--- src/rtl/tgsv_pkg.sv ---
// Shared types, constants and helpers for the group-statistics varint encoder.
`default_nettype none

package tgsv_pkg;

    localparam int unsigned WORD_W      = 64;
    localparam int unsigned GROUP_W     = 32;
    localparam int unsigned DIGIT_W     = 7;
    localparam int unsigned BYTE_W      = 8;
    localparam int unsigned QUEUE_DEPTH = 2;

    localparam logic [1:0] OP_TERM  = 2'd0;
    localparam logic [1:0] OP_GROUP = 2'd1;
    localparam logic [1:0] OP_STAT  = 2'd2;
    localparam logic [1:0] OP_END   = 2'd3;

    typedef struct packed {
        logic                cont_first;
        logic                has_second;
        logic [WORD_W-1:0]   first_val;
        logic [WORD_W-1:0]   second_val;
    } job_t;

    function automatic logic [WORD_W-1:0] zigzag(input logic [WORD_W-1:0] v);
        return {v[WORD_W-2:0], 1'b0} ^ {WORD_W{v[WORD_W-1]}};
    endfunction

endpackage

`default_nettype wire

--- src/rtl/term_group_stats_varint_encoder_unit.sv ---
// Top level: group-statistics LEB128 varint encoder with decoupled front and back ends.
// An item is queued, loaded into the serializer, and its bytes enter the output register.
// Throughput: one output byte per cycle unless out_ready stalls it; bytes per item:
// header 2..20, group 1..5, stat 1..10, end 1. The byte serializer sets this rate.
// Reset: rst_n asynchronous, active low; previous term and group become minus one,
// queue and output register empty.
`default_nettype none

module term_group_stats_varint_encoder_unit
#(
    parameter int unsigned QUEUE_DEPTH = tgsv_pkg::QUEUE_DEPTH
)
(
    input  wire logic                                  clk,
    input  wire logic                                  rst_n,
    input  wire logic                                  in_valid,
    output logic                                       in_ready,
    input  wire logic [1:0]                            operation,
    input  wire logic signed [tgsv_pkg::WORD_W-1:0]    value,
    input  wire logic signed [tgsv_pkg::WORD_W-1:0]    doc_freq,
    output logic                                       out_valid,
    input  wire logic                                  out_ready,
    output logic [tgsv_pkg::BYTE_W-1:0]                out_byte,
    output logic                                       last
);

    localparam int unsigned CNT_W = $clog2(QUEUE_DEPTH+1);

    tgsv_pkg::job_t   push_job;
    tgsv_pkg::job_t   head_job;
    logic             q_push;
    logic             q_pop;
    logic             q_full;
    logic             q_not_empty;
    logic [CNT_W-1:0] q_count;

    tgsv_front u_front
    (
        .clk       (clk),
        .rst_n     (rst_n),
        .in_valid  (in_valid),
        .in_ready  (in_ready),
        .operation (operation),
        .value     (value),
        .doc_freq  (doc_freq),
        .q_full    (q_full),
        .q_push    (q_push),
        .q_job     (push_job)
    );

    tgsv_queue
    #(
        .DEPTH (QUEUE_DEPTH)
    )
    u_queue
    (
        .clk       (clk),
        .rst_n     (rst_n),
        .push      (q_push),
        .push_job  (push_job),
        .pop       (q_pop),
        .head_job  (head_job),
        .full      (q_full),
        .not_empty (q_not_empty),
        .count     (q_count)
    );

    tgsv_back u_back
    (
        .clk         (clk),
        .rst_n       (rst_n),
        .q_not_empty (q_not_empty),
        .q_job       (head_job),
        .q_pop       (q_pop),
        .out_valid   (out_valid),
        .out_ready   (out_ready),
        .out_byte    (out_byte),
        .last        (last)
    );

`ifndef SYNTH
    a_last_is_final_digit: assert property (@(posedge clk) disable iff (!rst_n)
        out_valid && last |-> !out_byte[tgsv_pkg::BYTE_W-1])
        else $error("last flagged on a continuation byte");

    a_queue_bound: assert property (@(posedge clk) disable iff (!rst_n)
        q_count <= CNT_W'(QUEUE_DEPTH))
        else $error("queue count beyond depth");

    a_no_pop_empty: assert property (@(posedge clk) disable iff (!rst_n)
        q_count == '0 |-> !q_pop)
        else $error("pop from empty queue");
`endif

endmodule

`default_nettype wire

--- src/rtl/tgsv_front.sv ---
// Front end: accept items, track previous term and group, build varint jobs.
`default_nettype none

module tgsv_front
(
    input  wire logic                         clk,
    input  wire logic                         rst_n,
    input  wire logic                         in_valid,
    output logic                              in_ready,
    input  wire logic [1:0]                   operation,
    input  wire logic signed [tgsv_pkg::WORD_W-1:0] value,
    input  wire logic signed [tgsv_pkg::WORD_W-1:0] doc_freq,
    input  wire logic                         q_full,
    output logic                              q_push,
    output tgsv_pkg::job_t                    q_job
);

    logic [tgsv_pkg::WORD_W-1:0]  prev_term_reg;
    logic [tgsv_pkg::WORD_W-1:0]  prev_term_next;
    logic [tgsv_pkg::GROUP_W-1:0] prev_group_reg;
    logic [tgsv_pkg::GROUP_W-1:0] prev_group_next;
    logic [tgsv_pkg::WORD_W-1:0]  val_u;
    logic [tgsv_pkg::GROUP_W-1:0] group_id;
    logic [tgsv_pkg::GROUP_W-1:0] group_delta;
    logic [tgsv_pkg::WORD_W-1:0]  term_delta;
    logic                         accept;

    assign in_ready    = !q_full;
    assign accept      = in_valid && in_ready;
    assign q_push      = accept;
    assign val_u       = value;
    assign group_id    = val_u[tgsv_pkg::GROUP_W-1:0];
    assign group_delta = group_id - prev_group_reg;
    assign term_delta  = val_u - prev_term_reg;

    always_comb
    begin
        q_job.cont_first = 1'b0;
        q_job.has_second = 1'b0;
        q_job.first_val  = '0;
        q_job.second_val = tgsv_pkg::zigzag(doc_freq);
        prev_term_next   = prev_term_reg;
        prev_group_next  = prev_group_reg;
        case (operation)
            tgsv_pkg::OP_TERM:
            begin
                // both minus one: non-canonical zero, delta is zero anyway
                q_job.cont_first = (&prev_term_reg) && (&val_u);
                q_job.has_second = 1'b1;
                q_job.first_val  = term_delta;
                prev_term_next   = val_u;
                prev_group_next  = '1;
            end
            tgsv_pkg::OP_GROUP:
            begin
                q_job.first_val = {{(tgsv_pkg::WORD_W-tgsv_pkg::GROUP_W){1'b0}}, group_delta};
                prev_group_next = group_id;
            end
            tgsv_pkg::OP_STAT:
            begin
                q_job.first_val = tgsv_pkg::zigzag(val_u);
            end
            tgsv_pkg::OP_END:
            begin
                q_job.first_val = '0;
            end
            default:
            begin
                q_job.first_val = '0;
            end
        endcase
    end

    always_ff @(posedge clk or negedge rst_n)
    begin
        if (!rst_n)
        begin
            prev_term_reg  <= '1;
            prev_group_reg <= '1;
        end
        else if (accept)
        begin
            prev_term_reg  <= prev_term_next;
            prev_group_reg <= prev_group_next;
        end
    end

endmodule

`default_nettype wire

--- src/rtl/tgsv_queue.sv ---
// Short job queue between the front end and the byte serializer.
`default_nettype none

module tgsv_queue
#(
    parameter int unsigned DEPTH = tgsv_pkg::QUEUE_DEPTH
)
(
    input  wire logic                       clk,
    input  wire logic                       rst_n,
    input  wire logic                       push,
    input  wire tgsv_pkg::job_t             push_job,
    input  wire logic                       pop,
    output tgsv_pkg::job_t                  head_job,
    output logic                            full,
    output logic                            not_empty,
    output logic [$clog2(DEPTH+1)-1:0]      count
);

    localparam int unsigned PTR_W = (DEPTH > 1) ? $clog2(DEPTH) : 1;
    localparam int unsigned CNT_W = $clog2(DEPTH+1);

    tgsv_pkg::job_t   mem_reg [DEPTH];
    logic [PTR_W-1:0] wr_ptr_reg;
    logic [PTR_W-1:0] rd_ptr_reg;
    logic [CNT_W-1:0] count_reg;
    logic [CNT_W-1:0] count_next;

    function automatic logic [PTR_W-1:0] bump(input logic [PTR_W-1:0] p);
        return (p == PTR_W'(DEPTH-1)) ? '0 : p + PTR_W'(1);
    endfunction

    assign head_job  = mem_reg[rd_ptr_reg];
    assign full      = (count_reg == CNT_W'(DEPTH));
    assign not_empty = (count_reg != '0);
    assign count     = count_reg;

    always_comb
    begin
        count_next = count_reg;
        if (push && !pop)
        begin
            count_next = count_reg + CNT_W'(1);
        end
        else if (pop && !push)
        begin
            count_next = count_reg - CNT_W'(1);
        end
    end

    always_ff @(posedge clk or negedge rst_n)
    begin
        if (!rst_n)
        begin
            wr_ptr_reg <= '0;
            rd_ptr_reg <= '0;
            count_reg  <= '0;
        end
        else
        begin
            if (push)
            begin
                wr_ptr_reg <= bump(wr_ptr_reg);
            end
            if (pop)
            begin
                rd_ptr_reg <= bump(rd_ptr_reg);
            end
            count_reg <= count_next;
        end
    end

    always_ff @(posedge clk)
    begin
        if (push)
        begin
            mem_reg[wr_ptr_reg] <= push_job;
        end
    end

endmodule

`default_nettype wire

--- src/rtl/tgsv_back.sv ---
// Back end: one varint byte per cycle into the output register unless stalled.
`default_nettype none

module tgsv_back
(
    input  wire logic                 clk,
    input  wire logic                 rst_n,
    input  wire logic                 q_not_empty,
    input  wire tgsv_pkg::job_t       q_job,
    output logic                      q_pop,
    output logic                      out_valid,
    input  wire logic                 out_ready,
    output logic [tgsv_pkg::BYTE_W-1:0] out_byte,
    output logic                      last
);

    localparam int unsigned W  = tgsv_pkg::WORD_W;
    localparam int unsigned DW = tgsv_pkg::DIGIT_W;

    logic                      busy_reg;
    logic                      busy_next;
    logic                      cont_reg;
    logic                      cont_next;
    logic                      pend_reg;
    logic                      pend_next;
    logic [W-1:0]              cur_reg;
    logic [W-1:0]              cur_next;
    logic [W-1:0]              second_reg;
    logic [W-1:0]              second_next;
    logic                      out_valid_reg;
    logic                      out_valid_next;
    logic [tgsv_pkg::BYTE_W-1:0] out_byte_reg;
    logic                      last_reg;
    logic                      more;
    logic                      advance;
    logic                      finish;
    logic                      load;

    assign more    = (cur_reg[W-1:DW] != '0) || cont_reg;
    assign advance = busy_reg && (!out_valid_reg || out_ready);
    assign finish  = advance && !more && !pend_reg;
    assign load    = q_not_empty && (!busy_reg || finish);
    assign q_pop   = load;

    assign out_valid = out_valid_reg;
    assign out_byte  = out_byte_reg;
    assign last      = last_reg;

    always_comb
    begin
        busy_next   = busy_reg;
        cont_next   = cont_reg;
        pend_next   = pend_reg;
        cur_next    = cur_reg;
        second_next = second_reg;
        if (load)
        begin
            busy_next   = 1'b1;
            cont_next   = q_job.cont_first;
            pend_next   = q_job.has_second;
            cur_next    = q_job.first_val;
            second_next = q_job.second_val;
        end
        else if (advance)
        begin
            if (more)
            begin
                cur_next  = cur_reg >> DW;
                cont_next = 1'b0;
            end
            else if (pend_reg)
            begin
                cur_next  = second_reg;
                pend_next = 1'b0;
            end
            else
            begin
                busy_next = 1'b0;
            end
        end
        out_valid_next = out_valid_reg;
        if (advance)
        begin
            out_valid_next = 1'b1;
        end
        else if (out_ready)
        begin
            out_valid_next = 1'b0;
        end
    end

    always_ff @(posedge clk or negedge rst_n)
    begin
        if (!rst_n)
        begin
            busy_reg      <= 1'b0;
            cont_reg      <= 1'b0;
            pend_reg      <= 1'b0;
            out_valid_reg <= 1'b0;
        end
        else
        begin
            busy_reg      <= busy_next;
            cont_reg      <= cont_next;
            pend_reg      <= pend_next;
            out_valid_reg <= out_valid_next;
        end
    end

    always_ff @(posedge clk)
    begin
        cur_reg    <= cur_next;
        second_reg <= second_next;
        if (advance)
        begin
            out_byte_reg <= {more, cur_reg[DW-1:0]};
            last_reg     <= !more && !pend_reg;
        end
    end

endmodule

`default_nettype wire

--- config.mk ---
export PLATFORM = sky130hd
export DESIGN_NAME = term_group_stats_varint_encoder_unit
export DESIGN_NICKNAME = d
export VERILOG_FILES = /design/src/rtl/tgsv_pkg.sv /design/src/rtl/term_group_stats_varint_encoder_unit.sv /design/src/rtl/tgsv_front.sv /design/src/rtl/tgsv_queue.sv /design/src/rtl/tgsv_back.sv
export SDC_FILE = /design/constraint.sdc
export NUM_CORES = 1
export LEC_CHECK = 0
export ABC_AREA = 1
export BUFFER_PORTS_ARGS = -buffer_cell sky130_fd_sc_hd__buf_4
export CORE_MARGIN = 3
export CORE_UTILIZATION = 25
export DETAILED_ROUTE_END_ITERATION = 8
export GPL_TIMING_DRIVEN = 0
export PLACE_DENSITY = 0.47
export SLEW_MARGIN = 5
export SYNTH_ARGS = -nofsm -noshare
export SYNTH_HDL_FRONTEND = slang
export SYNTH_HIERARCHICAL = 1
export SYNTH_SLANG_ARGS = --single-unit
--- constraint.sdc ---
create_clock -name clk -period 8.2 [get_ports clk]
set_input_delay 1.64 -clock clk [delete_from_list [all_inputs] [get_ports clk]]
set_output_delay 1.64 -clock clk [all_outputs]
set_load 0.01 [all_outputs]
# Word level (Yosys, flattened, before mapping)
# Memory sizes are Yosys's and may differ from the RTL's.
# Index checks and enable logic that the tools add are counted.
dict set report totals {
  register_bits 241
  mem_bits_rw 260
  in_bits 134
  out_inout_bits 11
  word_cells 89
  n_memories 1
}
dict set report op_classes {
  n_addsub 6
  n_eq_ne 6
  muxes 25
  bitwise 2
  reduce_logical 36
}
# name words width rd rd_ports_with_merged_regs wr line
set mem_list {}
lappend mem_list {u_queue.mem_reg 2 130 1 0 1 tgsv_queue.sv:23} ;# tgsv_pkg::job_t mem_reg [DEPTH];
# operator count
set op_table {}
lappend op_table {{64-bit two-way mux} 4}
lappend op_table {{64-bit one-hot mux with 4 select lines} 1}
lappend op_table {{64-bit AND reduction} 2}
lappend op_table {{64-bit bitwise XOR} 2}
lappend op_table {{32-bit one-hot mux with 2 select lines} 1}
lappend op_table {{64-bit subtractor} 1}
lappend op_table {{57-bit nonzero test} 1}
lappend op_table {{32-bit subtractor} 1}
lappend op_table {{1-bit two-way mux} 16}
lappend op_table {{2-bit nonzero test} 6}
lappend op_table {{2-bit AND reduction} 5}
lappend op_table {{1-bit logical AND} 9}
lappend op_table {{1-bit zero test} 7}
lappend op_table {{2-bit == test, second input constant} 3}
lappend op_table {{2-bit two-way mux} 3}
lappend op_table {{2-bit inequality test, second input constant} 2}
lappend op_table {{1-bit logical OR} 3}
lappend op_table {{3-bit AND reduction} 1}
lappend op_table {{3-bit nonzero test} 1}
lappend op_table {{1-bit adder, second input constant} 2}
lappend op_table {{2-bit by 1-bit adder with 2-bit output, second input constant} 1}
lappend op_table {{2-bit by 1-bit == test with 1-bit output, second input constant} 1}
lappend op_table {{2-bit zero test} 1}
lappend op_table {{2-bit by 1-bit subtractor with 2-bit output, second input constant} 1}

# Depth between registers and ports, before layout
dict set report logic_depth {
  ltp_word 10
  depth_mapped 18
  mapped_depth_nobuf 17
}

# Cells and area by module
# The synthesis kept the hierarchy.
# module instances cells_per_inst area_each_um2 seq_area_each_um2
set modules_own_cells {}
lappend modules_own_cells {tgsv_front 1 2559 14189.9 2522.4}
lappend modules_own_cells {tgsv_queue 1 430 9963.3 7907.6}
lappend modules_own_cells {tgsv_back 1 524 6087.1 4214.0}

# Least setup slack after synthesis
# Ideal clock, no wire load.
dict set report synth_path {
  path_type {input to register}
  startpoint {input port in_valid}
  endpoint {memory u_queue/mem_reg[0][0] in the netlist's numbering (enable)}
  setup_time_ps 620
  arrival_time_ps 7398
  required_time_ps 7580
  slack_ps 182
  cell_stages 4
  path_buffers 0
  path_cell_list {inv_1 -> nor2_1 -> inv_1 -> nor2_1}
}
dict set report synth_between {
  elab_chain_len 3
}
# item line
set synth_rtl {}
lappend synth_rtl {{start: declaration} term_group_stats_varint_encoder_unit.sv:16} ;# input wire logic in_valid,
lappend synth_rtl {{1-bit logical AND} tgsv_front.sv:29} ;# assign accept = in_valid && in_ready;
lappend synth_rtl {{via q_push} term_group_stats_varint_encoder_unit.sv:31} ;# logic q_push;
lappend synth_rtl {{1-bit two-way mux} tgsv_queue.sv:75} ;# if (push)
lappend synth_rtl {{1-bit two-way mux (implied by the code)} tgsv_queue.sv:77} ;# mem_reg[wr_ptr_reg] <= push_job;
lappend synth_rtl {{end: declaration} tgsv_queue.sv:23}
# The timed path passes the listed nets, and every way through them passes these cells.

==> flow_metrics.env <==
export IMPL_worstMarginPinSlew_ns=1.17
export IMPL_initial_core_util=0.254
export IMPL_fin_crit_sh=0.491
export IMPL_grt_first_pass_wirelength_um=154000
export IMPL_holdBufCountCts=0
export IMPL_antenna_found_initial=14
export IMPL_vias=24300
export IMPL_via_per_inst=4.52
export IMPL_power_density_nw_per_um2=279
export IMPL_finalSetupTns_ns=0
export IMPL_grt_usage=0.164
export IMPL_path_class="input port to flip-flop"
export IMPL_wl_um=106000
export IMPL_startpoint_type="input port"
export IMPL_path_clk_slew_ns=0.06
export IMPL_slew_headroom=0.220
export IMPL_cts_repair_resized=0
export IMPL_grt_max_degree=76
export IMPL_hold_viol_final=0
export IMPL_synth_edf_count=397
export IMPL_drive_above_1_share=0.168
export IMPL_instances_no_fill=5375
export IMPL_synth_area_per_cell_sq_um=8.61
export IMPL_die_area_sq_um=125000
export IMPL_nFillCells=12800
export IMPL_area_delta_synth_final_pct=16.8
export IMPL_min_path_type="flip-flop to flip-flop"
export IMPL_routabilityCongestion=0.963
export IMPL_gr_total_overflow=0
export IMPL_p_leak_nw=16.0
export IMPL_wl_per_cell_um=19.8
export IMPL_cts_buffers=56
export IMPL_io_buffers=143
export IMPL_syn_area_sq_um=30200
export IMPL_place_inst=5266
export IMPL_cts_tree="yes"
export IMPL_report_final_slew_viol_count=0
export IMPL_clk_insertion_delay_late_ns=0.61
export IMPL_drtIter0Drc=2071
export IMPL_fmax_ghz=0.248
export IMPL_cts_sinks=501
export IMPL_clk_path_buf_depth=3
export IMPL_root_buffer="clkbuf_16"
export IMPL_post_route_min_period_ns=4.03
export IMPL_syn_inst=3513
export IMPL_final_common_cell="nand2_1"
export IMPL_cp_required_ns=8.53
export IMPL_cts_htree_levels=2
export IMPL_finalClockSkew_ns=0.00983
export IMPL_ys_ff_latch=501
export IMPL_synth_warning_count=6
export IMPL_pin_count=145
export IMPL_maxCapViolations=0
export IMPL_rsz0062_at_grt="no"
export IMPL_cts_setup_buffers=0
export IMPL_ff2ff_setup_slack_ns=4.61
export IMPL_syn_num_nets=3745
export IMPL_rows=126
export IMPL_endpoint_kind="flip-flop"
export IMPL_core_area_sq_um=119000
export IMPL_drc=0
export IMPL_worstPathArrival_ns=4.36
export IMPL_synthArstFlopShare=0.208
export IMPL_largest_register_ff_count=260
export IMPL_nets=3956
export IMPL_dp_hpwl_um=85100
export IMPL_synth_cell_types=48
export IMPL_grt_pass1_vias=23400
export IMPL_ir_drop_uv=168
export IMPL_die_y_um=354
export IMPL_status="complete, no violations"
export IMPL_ant_nets=0
export IMPL_hold_ws_ns=0.418
export IMPL_die_x_um=354
export IMPL_setup_viol=0
export IMPL_dr_pass1_iters=5
export IMPL_layout_common_cells="nand2_1 (1111), inv_1 (545), edfxtp_1 (397), nand3_1 (282), nor2_1 (178)"
export IMPL_synth_seq_area_share=0.484
export IMPL_synth_top_flop_cell="edfxtp_1"
export IMPL_worstPathMaxFanout=5
## Yosys cell counts, types with 5 or more instances
master	number	area (sq um)
clkbuf_1	51	191
inv_1	547	2050
nor2_2	19	119
o21ai_0	104	521
nor2_1	179	672
mux2_4	90	1350
nand3_2	6	60.1
nand2_2	20	125
o211ai_1	5	37.5
dfrtp_1	8	200
nand3_1	282	1410
edfxtp_1	397	11900
a21oi_1	98	490
buf_2	29	145
xor2_1	75	657
inv_2	9	33.8
nor3_1	19	95.1
ha_1	96	1200
nand3b_1	20	150
a22oi_1	32	240
or2_2	6	37.5
o21bai_1	6	45.0
a31o_2	53	464
buf_6	14	158
buf_4	5	37.5
dfstp_2	96	2520
nand2_1	1111	4170
nor4_1	13	81.3
nand4_1	44	275
mux2_2	40	450
## through the flow
step | power [mW] | utilization | setup WS [ns] | instance area (sq um)
2_1_floorplan | 6.23 | - | 0.182 | 30200
3_3_place_gp | 7.50 | 0.280 | -4.16 | 33300
3_5_place_dp | 7.48 | 0.282 | 3.63 | 33600
4_1_cts | 9.92 | 0.297 | 4.28 | 35300
5_1_grt | 10.5 | 0.297 | 4.08 | 35300
6_report | 9.86 | 0.297 | 4.17 | 35300
## metal layers
metal / track usage / vias to the layer above / share of wire / routed length (um)
met4: 0.0315 / 10 / 0.017 / 1860
met1: 0.222 / 11700 / 0.45 / 48100
met5: 0 / - / 0.00057 / 61
met2: 0.274 / 616 / 0.47 / 49600
li1: - / 11900 / - / -
met3: 0.0314 / 108 / 0.063 / 6740
## path summary, 6_finish.rpt
path / endpoint / start / depth (start not counted)
worst max register to register: u_queue/count[1]$_DFFE_PN0P_ / u_back/cur_reg[31]$_DFFE_PP_ / 18
worst max-delay path: u_queue/mem_reg[0][96]$_DFFE_PP_ / value[0] / 16
min in group asynchronous: u_back/out_valid$_DFFE_PN0P_ / rst_n / 1
max in group asynchronous: u_front/prev_group_reg[4]$_DFFE_PN1P_ / rst_n / 2
worst min-delay path: u_back/out_byte[3]$_DFFE_PP_ / u_back/cur_reg[3]$_DFFE_PP_ / 0
worst min register to register: u_back/out_byte[3]$_DFFE_PP_ / u_back/cur_reg[3]$_DFFE_PP_ / 0
## power by group
| part | total [mW] | internal (mW) | switching (mW) |
|---|---|---|---|
| sequential | 3.79 | 3.56 | 0.231 |
| clock | 2.38 | 1.35 | 1.03 |
| combinational | 3.70 | 1.18 | 2.52 |
## layout make-up
type / count / area (sq um) / area share
Antenna cell: 6 / 15.0 / 0.000425
Tap cell: 1600 / 2000 / 0.0567
Inverter: 559 / 2110 / 0.0596
Clock buffer: 74 / 1500 / 0.0424
Clock inverter: 29 / 233 / 0.00659
Buffer: 104 / 562 / 0.0159
Sequential cell: 501 / 14600 / 0.415
Multi-Input combinational cell: 2349 / 13000 / 0.367
Timing Repair Buffer: 153 / 1310 / 0.0370
## cells by family after synthesis
group           count (synthesis)  synth area share
xor+xnor                       79            0.0229
compound gates                309            0.0620
mux                           131            0.0599
simple gates                 1732             0.242
flops                         501             0.484
buf+inv                       663            0.0880
fa+ha+maj                      98            0.0410
## worst max-delay path: stages
cell	delay, ns
buf_4	0.14
inv_1	0.18
ha_1	0.18
inv_1	0.07
fa_1	0.42
nand3_1	0.16
nand3_1	0.24
nand2_1	0.14
nand2_1	0.18
nand2_1	0.12
nand2_2	0.10
nand2_1	0.08
nand2b_1	0.07
nand2_1	0.06
nand2_1	0.05
o21ai_1	0.51
(Power assumes the default switching activity.)
